File: src/rtl/feft_pkg.sv
// shared types, codes and defaults for the free extent fit table
package feft_pkg;

  localparam int TABLE_DEPTH_DEF = 64;

  localparam logic [1:0] ACT_INSERT = 2'd0;
  localparam logic [1:0] ACT_BEST   = 2'd1;
  localparam logic [1:0] ACT_WORST  = 2'd2;

  localparam logic [1:0] ST_DONE  = 2'd0;
  localparam logic [1:0] ST_NOFIT = 2'd1;
  localparam logic [1:0] ST_FULL  = 2'd2;

  typedef struct packed {
    logic [31:0] pos;
    logic [15:0] size;
  } extent_t;

  typedef struct packed {
    logic [1:0]  action;
    logic [31:0] extent_position;
    logic [15:0] extent_size;
    logic [15:0] request_size;
  } cmd_t;

  typedef struct packed {
    logic [1:0]  status;
    logic [31:0] taken_position;
    logic [15:0] taken_size;
    logic [6:0]  entries_held;
  } res_t;

endpackage

File: src/rtl/feft_if.sv
// request and result channel interfaces
interface feft_in_if;
  logic        valid;
  logic        ready;
  logic [1:0]  action;
  logic [31:0] extent_position;
  logic [15:0] extent_size;
  logic [15:0] request_size;

  modport source (output valid, action, extent_position, extent_size, request_size,
                  input ready);
  modport sink (input valid, action, extent_position, extent_size, request_size,
                output ready);
endinterface

interface feft_out_if;
  logic        valid;
  logic        ready;
  logic [1:0]  status;
  logic [31:0] taken_position;
  logic [15:0] taken_size;
  logic [6:0]  entries_held;

  modport source (output valid, status, taken_position, taken_size, entries_held,
                  input ready);
  modport sink (input valid, status, taken_position, taken_size, entries_held,
                output ready);
endinterface

File: src/rtl/feft_mem.sv
// extent store, one write port and one registered read port
module feft_mem #(
  parameter int TABLE_DEPTH = feft_pkg::TABLE_DEPTH_DEF,
  localparam int AW = $clog2(TABLE_DEPTH)
) (
  input  logic               clk,
  input  logic               rd_en,
  input  logic [AW-1:0]      rd_addr,
  output feft_pkg::extent_t  rd_data,
  input  logic               wr_en,
  input  logic [AW-1:0]      wr_addr,
  input  feft_pkg::extent_t  wr_data
);

  feft_pkg::extent_t store [TABLE_DEPTH];

  always_ff @(posedge clk) begin
    if (wr_en) begin
      store[wr_addr] <= wr_data;
    end
  end

  always_ff @(posedge clk) begin
    if (rd_en) begin
      rd_data <= store[rd_addr];
    end
  end

endmodule

File: src/rtl/feft_seq.sv
// sequencer that walks the sorted store for insert, best fit and worst fit
module feft_seq #(
  parameter int TABLE_DEPTH = feft_pkg::TABLE_DEPTH_DEF,
  localparam int AW = $clog2(TABLE_DEPTH),
  localparam int CW = $clog2(TABLE_DEPTH + 1)
) (
  input  logic               clk,
  input  logic               rst,
  input  logic               start,
  input  feft_pkg::cmd_t     cmd,
  output logic               busy,
  output logic               res_valid,
  output feft_pkg::res_t     res,
  input  logic               res_room,
  output logic               rd_en,
  output logic [AW-1:0]      rd_addr,
  input  feft_pkg::extent_t  rd_data,
  output logic               wr_en,
  output logic [AW-1:0]      wr_addr,
  output feft_pkg::extent_t  wr_data
);

  typedef enum logic [2:0] {IDLE, RD, CMP, PUT, FIN} state_t;

  state_t           state;
  logic [AW-1:0]    k;
  logic [AW-1:0]    put_idx;
  logic [CW-1:0]    count;
  feft_pkg::cmd_t   op;
  logic             found;
  logic [1:0]       status;
  logic [31:0]      take_pos;
  logic [15:0]      take_size;
  logic             at_last;
  logic             fits;
  logic             covers;

  assign at_last = (CW'(k) == count - CW'(1));
  assign fits    = (rd_data.size >= op.request_size);
  assign covers  = (rd_data.size >= op.extent_size);

  assign busy      = (state != IDLE);
  assign res_valid = (state == FIN);
  assign res.status         = status;
  assign res.taken_position = take_pos;
  assign res.taken_size     = take_size;
  assign res.entries_held   = 7'(count);

  assign rd_en   = (state == RD);
  assign rd_addr = k;

  always_comb begin
    wr_en   = 1'b0;
    wr_addr = put_idx;
    wr_data = '{pos: op.extent_position, size: op.extent_size};
    case (state)
      PUT: begin
        wr_en = 1'b1;
      end
      CMP: begin
        wr_data = rd_data;
        if (op.action == feft_pkg::ACT_INSERT && covers) begin
          wr_en   = 1'b1;
          wr_addr = k + AW'(1);
        end else if (op.action == feft_pkg::ACT_BEST && found) begin
          wr_en   = 1'b1;
          wr_addr = k - AW'(1);
        end
      end
      default: begin
        wr_en = 1'b0;
      end
    endcase
  end

  always_ff @(posedge clk) begin
    if (rst) begin
      state <= IDLE;
      count <= '0;
    end else begin
      case (state)
        IDLE: begin
          if (start) begin
            op        <= cmd;
            found     <= 1'b0;
            take_pos  <= '0;
            take_size <= '0;
            put_idx   <= '0;
            case (cmd.action)
              feft_pkg::ACT_INSERT: begin
                if (count == CW'(TABLE_DEPTH)) begin
                  status <= feft_pkg::ST_FULL;
                  state  <= FIN;
                end else if (count == '0) begin
                  status <= feft_pkg::ST_DONE;
                  state  <= PUT;
                end else begin
                  status <= feft_pkg::ST_DONE;
                  k      <= AW'(count - CW'(1));
                  state  <= RD;
                end
              end
              feft_pkg::ACT_BEST: begin
                if (count == '0) begin
                  status <= feft_pkg::ST_NOFIT;
                  state  <= FIN;
                end else begin
                  status <= feft_pkg::ST_DONE;
                  k      <= '0;
                  state  <= RD;
                end
              end
              feft_pkg::ACT_WORST: begin
                if (count == '0) begin
                  status <= feft_pkg::ST_NOFIT;
                  state  <= FIN;
                end else begin
                  status <= feft_pkg::ST_DONE;
                  k      <= AW'(count - CW'(1));
                  state  <= RD;
                end
              end
              default: begin
                status <= feft_pkg::ST_DONE;
                state  <= FIN;
              end
            endcase
          end
        end
        RD: begin
          state <= CMP;
        end
        CMP: begin
          case (op.action)
            feft_pkg::ACT_INSERT: begin
              if (covers) begin
                if (k == '0) begin
                  put_idx <= '0;
                  state   <= PUT;
                end else begin
                  k     <= k - AW'(1);
                  state <= RD;
                end
              end else begin
                put_idx <= k + AW'(1);
                state   <= PUT;
              end
            end
            feft_pkg::ACT_BEST: begin
              if (!found && fits) begin
                found     <= 1'b1;
                take_pos  <= rd_data.pos;
                take_size <= rd_data.size;
              end
              if (at_last) begin
                if (found || fits) begin
                  count <= count - CW'(1);
                end else begin
                  status <= feft_pkg::ST_NOFIT;
                end
                state <= FIN;
              end else begin
                k     <= k + AW'(1);
                state <= RD;
              end
            end
            default: begin
              if (fits) begin
                take_pos  <= rd_data.pos;
                take_size <= rd_data.size;
                count     <= count - CW'(1);
              end else begin
                status <= feft_pkg::ST_NOFIT;
              end
              state <= FIN;
            end
          endcase
        end
        PUT: begin
          count <= count + CW'(1);
          state <= FIN;
        end
        FIN: begin
          if (res_room) begin
            state <= IDLE;
          end
        end
        default: begin
          state <= IDLE;
        end
      endcase
    end
  end

endmodule

File: src/rtl/free_extent_fit_table_top.sv
// free extent table kept sorted by size, with insert, best-fit and worst-fit take
// insert walks down from the top, moving entries at least as large up a place;
// best fit walks up, takes the first that fits and moves later entries down;
// worst fit reads only the largest entry; other actions leave the table as is
// one transfer is walked at a time; a stalled result holds the input
// reset: synchronous, empties the table; the store itself is not cleared
module free_extent_fit_table_top #(
  parameter int TABLE_DEPTH = feft_pkg::TABLE_DEPTH_DEF,
  localparam int AW = $clog2(TABLE_DEPTH)
) (
  input logic        clk,
  input logic        rst,
  feft_in_if.sink    in_ch,
  feft_out_if.source out_ch
);

  feft_pkg::cmd_t     cmd;
  feft_pkg::res_t     res;
  feft_pkg::res_t     res_q;
  feft_pkg::extent_t  rd_data;
  feft_pkg::extent_t  wr_data;
  logic               busy;
  logic               start;
  logic               res_valid;
  logic               res_room;
  logic               out_valid;
  logic               rd_en;
  logic               wr_en;
  logic [AW-1:0]      rd_addr;
  logic [AW-1:0]      wr_addr;

  assign in_ch.ready = !busy;
  assign start       = in_ch.valid && !busy;
  assign cmd.action          = in_ch.action;
  assign cmd.extent_position = in_ch.extent_position;
  assign cmd.extent_size     = in_ch.extent_size;
  assign cmd.request_size    = in_ch.request_size;

  assign res_room = !out_valid || out_ch.ready;

  always_ff @(posedge clk) begin
    if (rst) begin
      out_valid <= 1'b0;
    end else if (res_room) begin
      out_valid <= res_valid;
    end
  end

  always_ff @(posedge clk) begin
    if (res_room && res_valid) begin
      res_q <= res;
    end
  end

  assign out_ch.valid          = out_valid;
  assign out_ch.status         = res_q.status;
  assign out_ch.taken_position = res_q.taken_position;
  assign out_ch.taken_size     = res_q.taken_size;
  assign out_ch.entries_held   = res_q.entries_held;

  feft_seq #(.TABLE_DEPTH(TABLE_DEPTH)) u_seq (
    .clk       (clk),
    .rst       (rst),
    .start     (start),
    .cmd       (cmd),
    .busy      (busy),
    .res_valid (res_valid),
    .res       (res),
    .res_room  (res_room),
    .rd_en     (rd_en),
    .rd_addr   (rd_addr),
    .rd_data   (rd_data),
    .wr_en     (wr_en),
    .wr_addr   (wr_addr),
    .wr_data   (wr_data)
  );

  feft_mem #(.TABLE_DEPTH(TABLE_DEPTH)) u_mem (
    .clk     (clk),
    .rd_en   (rd_en),
    .rd_addr (rd_addr),
    .rd_data (rd_data),
    .wr_en   (wr_en),
    .wr_addr (wr_addr),
    .wr_data (wr_data)
  );

endmodule
File: src/flat_wrapper.sv
// flat-port wrapper written by rule: the top's interface ports become plain ports
module free_extent_fit_table_top_flat 
#(
  parameter int TABLE_DEPTH = feft_pkg::TABLE_DEPTH_DEF,
  localparam int AW = $clog2(TABLE_DEPTH)
)
  (clk, rst, in_ch_valid, in_ch_action, in_ch_extent_position, in_ch_extent_size, in_ch_request_size, in_ch_ready, out_ch_valid, out_ch_status, out_ch_taken_position, out_ch_taken_size, out_ch_entries_held, out_ch_ready);
  feft_in_if in_ch_i ();
  feft_out_if out_ch_i ();
  input logic clk;
  input logic rst;
  input wire logic [$bits(in_ch_i.valid)-1:0] in_ch_valid;
  input wire logic [$bits(in_ch_i.action)-1:0] in_ch_action;
  input wire logic [$bits(in_ch_i.extent_position)-1:0] in_ch_extent_position;
  input wire logic [$bits(in_ch_i.extent_size)-1:0] in_ch_extent_size;
  input wire logic [$bits(in_ch_i.request_size)-1:0] in_ch_request_size;
  output wire logic [$bits(in_ch_i.ready)-1:0] in_ch_ready;
  output wire logic [$bits(out_ch_i.valid)-1:0] out_ch_valid;
  output wire logic [$bits(out_ch_i.status)-1:0] out_ch_status;
  output wire logic [$bits(out_ch_i.taken_position)-1:0] out_ch_taken_position;
  output wire logic [$bits(out_ch_i.taken_size)-1:0] out_ch_taken_size;
  output wire logic [$bits(out_ch_i.entries_held)-1:0] out_ch_entries_held;
  input wire logic [$bits(out_ch_i.ready)-1:0] out_ch_ready;
  assign in_ch_i.valid = in_ch_valid;
  assign in_ch_i.action = in_ch_action;
  assign in_ch_i.extent_position = in_ch_extent_position;
  assign in_ch_i.extent_size = in_ch_extent_size;
  assign in_ch_i.request_size = in_ch_request_size;
  assign in_ch_ready = in_ch_i.ready;
  assign out_ch_valid = out_ch_i.valid;
  assign out_ch_status = out_ch_i.status;
  assign out_ch_taken_position = out_ch_i.taken_position;
  assign out_ch_taken_size = out_ch_i.taken_size;
  assign out_ch_entries_held = out_ch_i.entries_held;
  assign out_ch_i.ready = out_ch_ready;
  free_extent_fit_table_top #(.TABLE_DEPTH(TABLE_DEPTH)) u_core (.clk(clk), .rst(rst), .in_ch(in_ch_i), .out_ch(out_ch_i));
endmodule
File: config.mk
export PLATFORM = sky130hd
export DESIGN_NAME = free_extent_fit_table_top_flat
export DESIGN_NICKNAME = d
export VERILOG_FILES = /design/src/rtl/feft_pkg.sv /design/src/rtl/feft_if.sv /design/src/rtl/feft_mem.sv /design/src/rtl/feft_seq.sv /design/src/rtl/free_extent_fit_table_top.sv /design/src/flat_wrapper.sv
export SDC_FILE = /design/constraint.sdc
export NUM_CORES = 2
export LEC_CHECK = 0
export BUFFER_PORTS_ARGS = -buffer_cell sky130_fd_sc_hd__buf_2
export CAP_MARGIN = 10
export CORE_MARGIN = 3
export CORE_UTILIZATION = 50
export DETAILED_ROUTE_END_ITERATION = 8
export PLACE_DENSITY = 0.66
export SYNTH_ARGS = -nofsm -noshare
export SYNTH_HDL_FRONTEND = slang
export SYNTH_SLANG_ARGS = --single-unit
File: constraint.sdc
create_clock -name clk -period 10.6 [get_ports clk]
set_input_delay 0.53 -clock clk [delete_from_list [all_inputs] [get_ports clk]]
set_output_delay 0.53 -clock clk [all_outputs]
set_load 0.01 [all_outputs]
# == Yosys cells after proc, flatten, opt, wreduce, memory -nomap -nowiden ==
# Memories as Yosys holds them, arrays and structs flattened. A register that Yosys moved wholly into a read port is not among the register bits.
# Cells that the tools add are included.
# word_totals
elab_cells,144
rom_bits,0
in_bits,70
ramBits,3072
latch_bits,0
ff_bits,197
memories,1
out_inout_bits,59
# memory_table
memory,words,word_bits,rd,rd_clocked_by_memory_dff,wr,line,rtl
u_core.u_mem.store,64,48,1,1,1,feft_mem.sv:15,feft_pkg::extent_t store [TABLE_DEPTH];
# classes
div,0
n_shift,0
n_lt_le_gt_ge,2
n_eq_ne,29
bitwise_logic,1
n_mux,63
reduce_logical,27
n_addsub,4
multipliers,0
# ops
operator,n
32-bit case mux with 2 select lines,2
32-bit two-way mux,3
6-bit two-way mux,14
16-bit case mux with 2 select lines,2
16-bit two-way mux,3
48-bit two-way mux,1
"3-bit inequality test, second input constant",13
6-bit case mux with 2 select lines,3
16-bit greater-or-equal comparator,2
7-bit case mux with 2 select lines,2
7-bit two-way mux,3
3-bit two-way mux,6
6-bit case mux with 3 select lines,1
3-bit case mux with 5 select lines,1
5-bit AND reduction,3
2-bit two-way mux,7
2-bit case mux with 2 select lines,3
3-bit case mux with 2 select lines,2
"2-bit inequality test, second input constant",5
10-bit AND reduction,1
1-bit two-way mux,8
"7-bit by 1-bit adder with 7-bit output, second input constant",1
6-bit by 7-bit == test with 1-bit output,1
"7-bit == test, second input constant",1
26 further kinds,38

# == Depth between registers and ports, before layout ==
# logic_depth
word_depth,7
ltp_mapped,15

# == Cells and area by module ==
# From an unflattened synthesis, not the netlist that was laid out.
# hier_totals
hier_cells,5889
area_unflattened_um2,127484.8
# modules_own_cells
module,n_inst,seq_area_each_um2,cells_per_inst,area_per_inst_um2
feft_mem,1,93689.9,5247,118671.3
feft_seq,1,4073.9,578,7036.7
free_extent_fit_table_top,1,1731.7,64,1776.7

# == Worst setup path after synthesis ==
# No wires, ideal clock.
# synth_timing
kind,flip-flop to flip-flop
start,"reg u_core.u_seq.k[1], in the netlist u_core.u_seq.rd_addr[1]"
end,"mem u_core.u_mem.store[0][0] (netlist bit), enable pin"
arrival_time_ps,6324
path_stages_with_launch,16
required_time_ps,10087
synth_period_minus_slack_ps,6837
setup_slack_ps,3763
cell_sequence,edfxtp_1 -> buf_2 -> buf_1 -> buf_2 -> buf_2 -> buf_1 -> inv_1 -> ha_1 -> nand2b_1 -> nor2_1 -> xnor2_1 -> nand2b_1 -> o221ai_2 -> or3b_1 -> clkbuf_1 -> nor3_1
# synth_via
elab_chain_len,4
elab_cells_between_ends,5
cone_classes,add/sub: 2; mux: 3
# synth_rtl
item,line,rtl
from (decl),feft_seq.sv:26,logic [AW-1:0] k;
from (signal assigned),feft_seq.sv:99,k <= AW'(count - CW'(1));
from (signal assigned),feft_seq.sv:119,k <= AW'(count - CW'(1));
from (signal assigned),feft_seq.sv:141,k <= k - AW'(1);
6-bit by 1-bit subtractor with 6-bit output,feft_seq.sv:67,wr_addr = k - AW'(1);
6-bit two-way mux,feft_seq.sv:65,end else if (op.action == feft_pkg::ACT_BEST && found) begin
6-bit two-way mux (*),feft_seq.sv:62,if (op.action == feft_pkg::ACT_INSERT && covers) begin
6-bit two-way mux (*),feft_seq.sv:56,case (state)
to (decl),feft_mem.sv:15,
# Mark *: on every way between the ends. The rest lies on a longest branch, timed or not.

# == Final worst setup path ==
# layout_timing
start,reg u_core.u_mem.rd_data[15] (netlist name)
end,"mem u_core.u_mem.store[31][29] (netlist bit), enable pin"
# layout_via
elab_chain_len,6
elab_cells_between_ends,8
cone_classes,order compare: 1; mux: 6; reduce/logical: 1
# layout_rtl
item,line,rtl
16-bit greater-or-equal comparator (*),feft_seq.sv:40,assign covers = (rd_data.size >= op.extent_size);
1-bit logical AND (*),feft_seq.sv:62,
1-bit two-way mux,feft_seq.sv:62,
1-bit case mux with 2 select lines,feft_seq.sv:56,
1-bit two-way mux,feft_mem.sv:18,if (wr_en) begin
1-bit two-way mux (implied by the code),feft_mem.sv:19,store[wr_addr] <= wr_data;
# Marks and branches as above.

==> impl_metrics.env <==
export IMPL_outcome="completed"
export IMPL_setup_worst_path_class="register to register"
export IMPL_clock_path_buffers=4
export IMPL_yosysSeqAreaShare_pct=78.4
export IMPL_min_period_over_period_pct=57.0
export IMPL_critical_path_required_ns=11.14
export IMPL_syn_area_per_cell_um2=24.2
export IMPL_setup_viol=0
export IMPL_comb_power_share_pct=11.8
export IMPL_syn_num_nets=5353
export IMPL_synth_edf_count=3306
export IMPL_cap_viol_max_count=0
export IMPL_p_leak_uw=0.0452
export IMPL_hp_class="input pin to register"
export IMPL_gp_congestion=0.848
export IMPL_grt_use_total_pct=25.7
export IMPL_cts_root_buf="clkbuf_16"
export IMPL_critPathCaptureType="register"
export IMPL_die_area_um2=260000
export IMPL_syn_to_final_growth_pct=13.3
export IMPL_drt_pass1_iter_count=5
export IMPL_die_h_um=510
export IMPL_holdWs_ns=0.122
export IMPL_switchingPower_uw=7260
export IMPL_vias=60603
export IMPL_syn_cell_area_um2=127000
export IMPL_grt_max_degree=131
export IMPL_yosysWarnings=0
export IMPL_wl_per_cell_um=35.6
export IMPL_rows=184
export IMPL_cts_htree_levels=5
export IMPL_stdcell_area_um2=144000
export IMPL_fin_crit_ns=6.04
export IMPL_cts_sinks=3317
export IMPL_drt_iter0_drc=8825
export IMPL_post_dp_hpwl_um=176000
export IMPL_post_cts_resized=0
export IMPL_synthCells=5244
export IMPL_clkPwrFrac_pct=37.4
export IMPL_ant_nets=0
export IMPL_holdBufCountCts=68
export IMPL_start_util_pct=50.4
export IMPL_arrival_ns=6.59
export IMPL_grt_pass1_vias=60166
export IMPL_routed_wl_um=332000
export IMPL_vias_per_cell=6.50
export IMPL_utilization_pct=57.1
export IMPL_ios=129
export IMPL_powerDensity_nw_per_um2=211
export IMPL_ir_drop_v=0.000163
export IMPL_timing_slew_headroom_pct=9.72
export IMPL_final_layout_size_suffix_gt1_share_pct=30.9
export IMPL_grt_setup_unrepaired="false"
export IMPL_place_area_um2=133000
export IMPL_internal_power_uw=23100
export IMPL_ys_ff_latch=3317
export IMPL_synthFlopType="edfxtp_1"
export IMPL_hold_viol=0
export IMPL_cts_buffers_inserted=342
export IMPL_coreArea_um2=252000
export IMPL_finalSetupTns_ns=0
export IMPL_tightest_slew_ns=1.35
export IMPL_antenna_found_initial=20
export IMPL_synth_distinct_cells=73
export IMPL_p_seq_share_pct=50.8
export IMPL_cts_tree="yes"
export IMPL_max_freq_mhz=165
export IMPL_slew_violations=0
export IMPL_nets=5822
export IMPL_die_w_um=510
export IMPL_portBuffers=128
export IMPL_grt_pass1_wl_um=468000
export IMPL_drcViolationCount=0
export IMPL_clk_latency_ns=0.97
export IMPL_grt_overflow_total=0
export IMPL_start_kind="register"
export IMPL_swShare_pct=24.0
export IMPL_skew_ns=0.0777
export IMPL_ys_async_sr_fraction_pct=0
export IMPL_worstPathMaxFanout=41
export IMPL_clk_pin_slew_ns=0.06
export IMPL_cts_setup_buffers=0
-- through the flow --
stage                     setup slack (ns)  cells  power, uW
after global placement                4.85   8649      19200
final                                 4.56   9321      30300
after CTS                             4.75   9314      30500
after global routing                  4.42   9316      31200
after floorplan                       3.76   5244      17900
after detailed placement              4.77   8649      19200
-- cell type report --
type                       count  area (um^2)
clock inverter               191         1530
fill                       17806       108000
multi-input combinational   1599        26500
antenna                        7         17.5
clock buffer                 406         8900
inverter                      50          188
timing repair buffer         403         2960
tap                         3348         4190
sequential                  3317        99500
-- layer usage --
| layer | vias to the layer above | wire length, um | GRT usage (%) |
|---|---|---|---|
| met3 | 526 | 39900 | 6.72 |
| li1 | 23539 | - | - |
| met4 | 8 | 9350 | 7.07 |
| met5 | - | 44 | 0 |
| met2 | 3784 | 154000 | 39.0 |
| met1 | 32746 | 128000 | 37.6 |
-- power groups by stage --
stage	Clock [uW]	Combinational [uW]	Sequential, uW
2_1_floorplan	0	2180	15700
3_3_place_gp	0	3480	15700
3_5_place_dp	0	3550	15700
4_1_cts	11500	3570	15400
5_1_grt	12000	3790	15400
6_report	11300	3560	15400
-- cells in the mapped netlist, drive strengths merged, types with 4 or more instances --
master     n  area share [%]
ha        39            0.38
o21ai     22           0.087
a21oi     64            0.25
nand3b     4           0.024
a211oi    27            0.16
a21o      52            0.31
and2      48            0.24
o22ai     17           0.084
o221ai    10           0.074
inv       50            0.15
or3b       4           0.030
nor3      67            0.26
xor2       7           0.048
nand2     33            0.10
nand2b    14           0.069
xnor2     11           0.076
edfxtp  3306              78
nand4      5           0.025
o31ai      8           0.051
or2        5           0.025
mux2i     63            0.50
nor2      53            0.16
dfxtp     11            0.17
buf      160            0.58
nand3      7           0.028
mux4     960              17
or4        5           0.030
nor2b     19           0.094
or3       10           0.049
clkbuf   118            0.35
-- state kept, by name, indices dropped and copies added, names as in the netlist, 16 cells and up --
name	flops
u_core.u_mem.rd_data	48
u_core.out_ch.taken_position	32
u_core.out_ch.taken_size	16
u_core.u_seq.take_size	16
u_core.u_seq.take_pos	32
u_core.u_seq.op	66
u_core.u_mem.store	3072
-- critical path: stages (launching register included) --
cell	delay, ns
edfxtp_1	0.42
ha_1	0.33
and4_1	0.35
nand2_1	0.12
nor4bb_1	0.99
o31ai_2	0.31
o221ai_1	0.51
nand3_1	0.63
nor3_2	0.62
buf_4	0.33
buf_4	0.92
-- path summary, 6_finish.rpt --
check	start	end	slack, ns	cells after the start
max	u_core.u_mem.rd_data[15]$_DFFE_PP_	u_core.u_mem.store[31][29]$_DFFE_PP_	4.56	10
min	out_ch_ready	u_core.u_seq.state[2]$_SDFFE_PP0P_	0.12	3
max reg2reg	u_core.u_mem.rd_data[15]$_DFFE_PP_	u_core.u_mem.store[31][29]$_DFFE_PP_	4.56	10
min reg2reg	u_core.u_seq.take_size[12]$_SDFFCE_PN0P_	u_core.out_ch.taken_size[12]$_DFFE_PP_	0.39	0
-- cells in the final DEF, fill, tap and decap left out, types with 7 or more instances in the layout --
master	count
buf_2	128
a21o_1	52
nor2b_1	19
nor2_4	17
clkinv_1	74
nand2b_1	14
o21ai_0	21
xnor2_1	11
mux4_2	960
diode_2	7
clkbuf_16	347
clkbuf_1	59
nand2_1	32
xor2_1	7
a21oi_1	62
nand3_1	7
o31ai_1	7
clkinv_2	70
edfxtp_1	3306
bufinv_16	21
o22ai_1	17
or3_1	10
mux2i_1	63
nor3_2	48
dlygate4sd3_1	68
buf_12	7
buf_4	200
clkinvlp_4	10
dfxtp_1	11
nor2_1	35
and2_1	47
a211oi_1	27
o221ai_1	9
inv_1	49
ha_1	39
nor3_1	19
-- cells by family after synthesis --
group	share of synthesized area, %
DFF	78.4
muxes	17.5
buffers and inverters	1.08
and+or+nand+nor	1.23
AOI/OAI and AO/OA	1.20
adders and majority gates	0.384
xor gates and xnor gates	0.199
(Power assumes the default switching activity.)
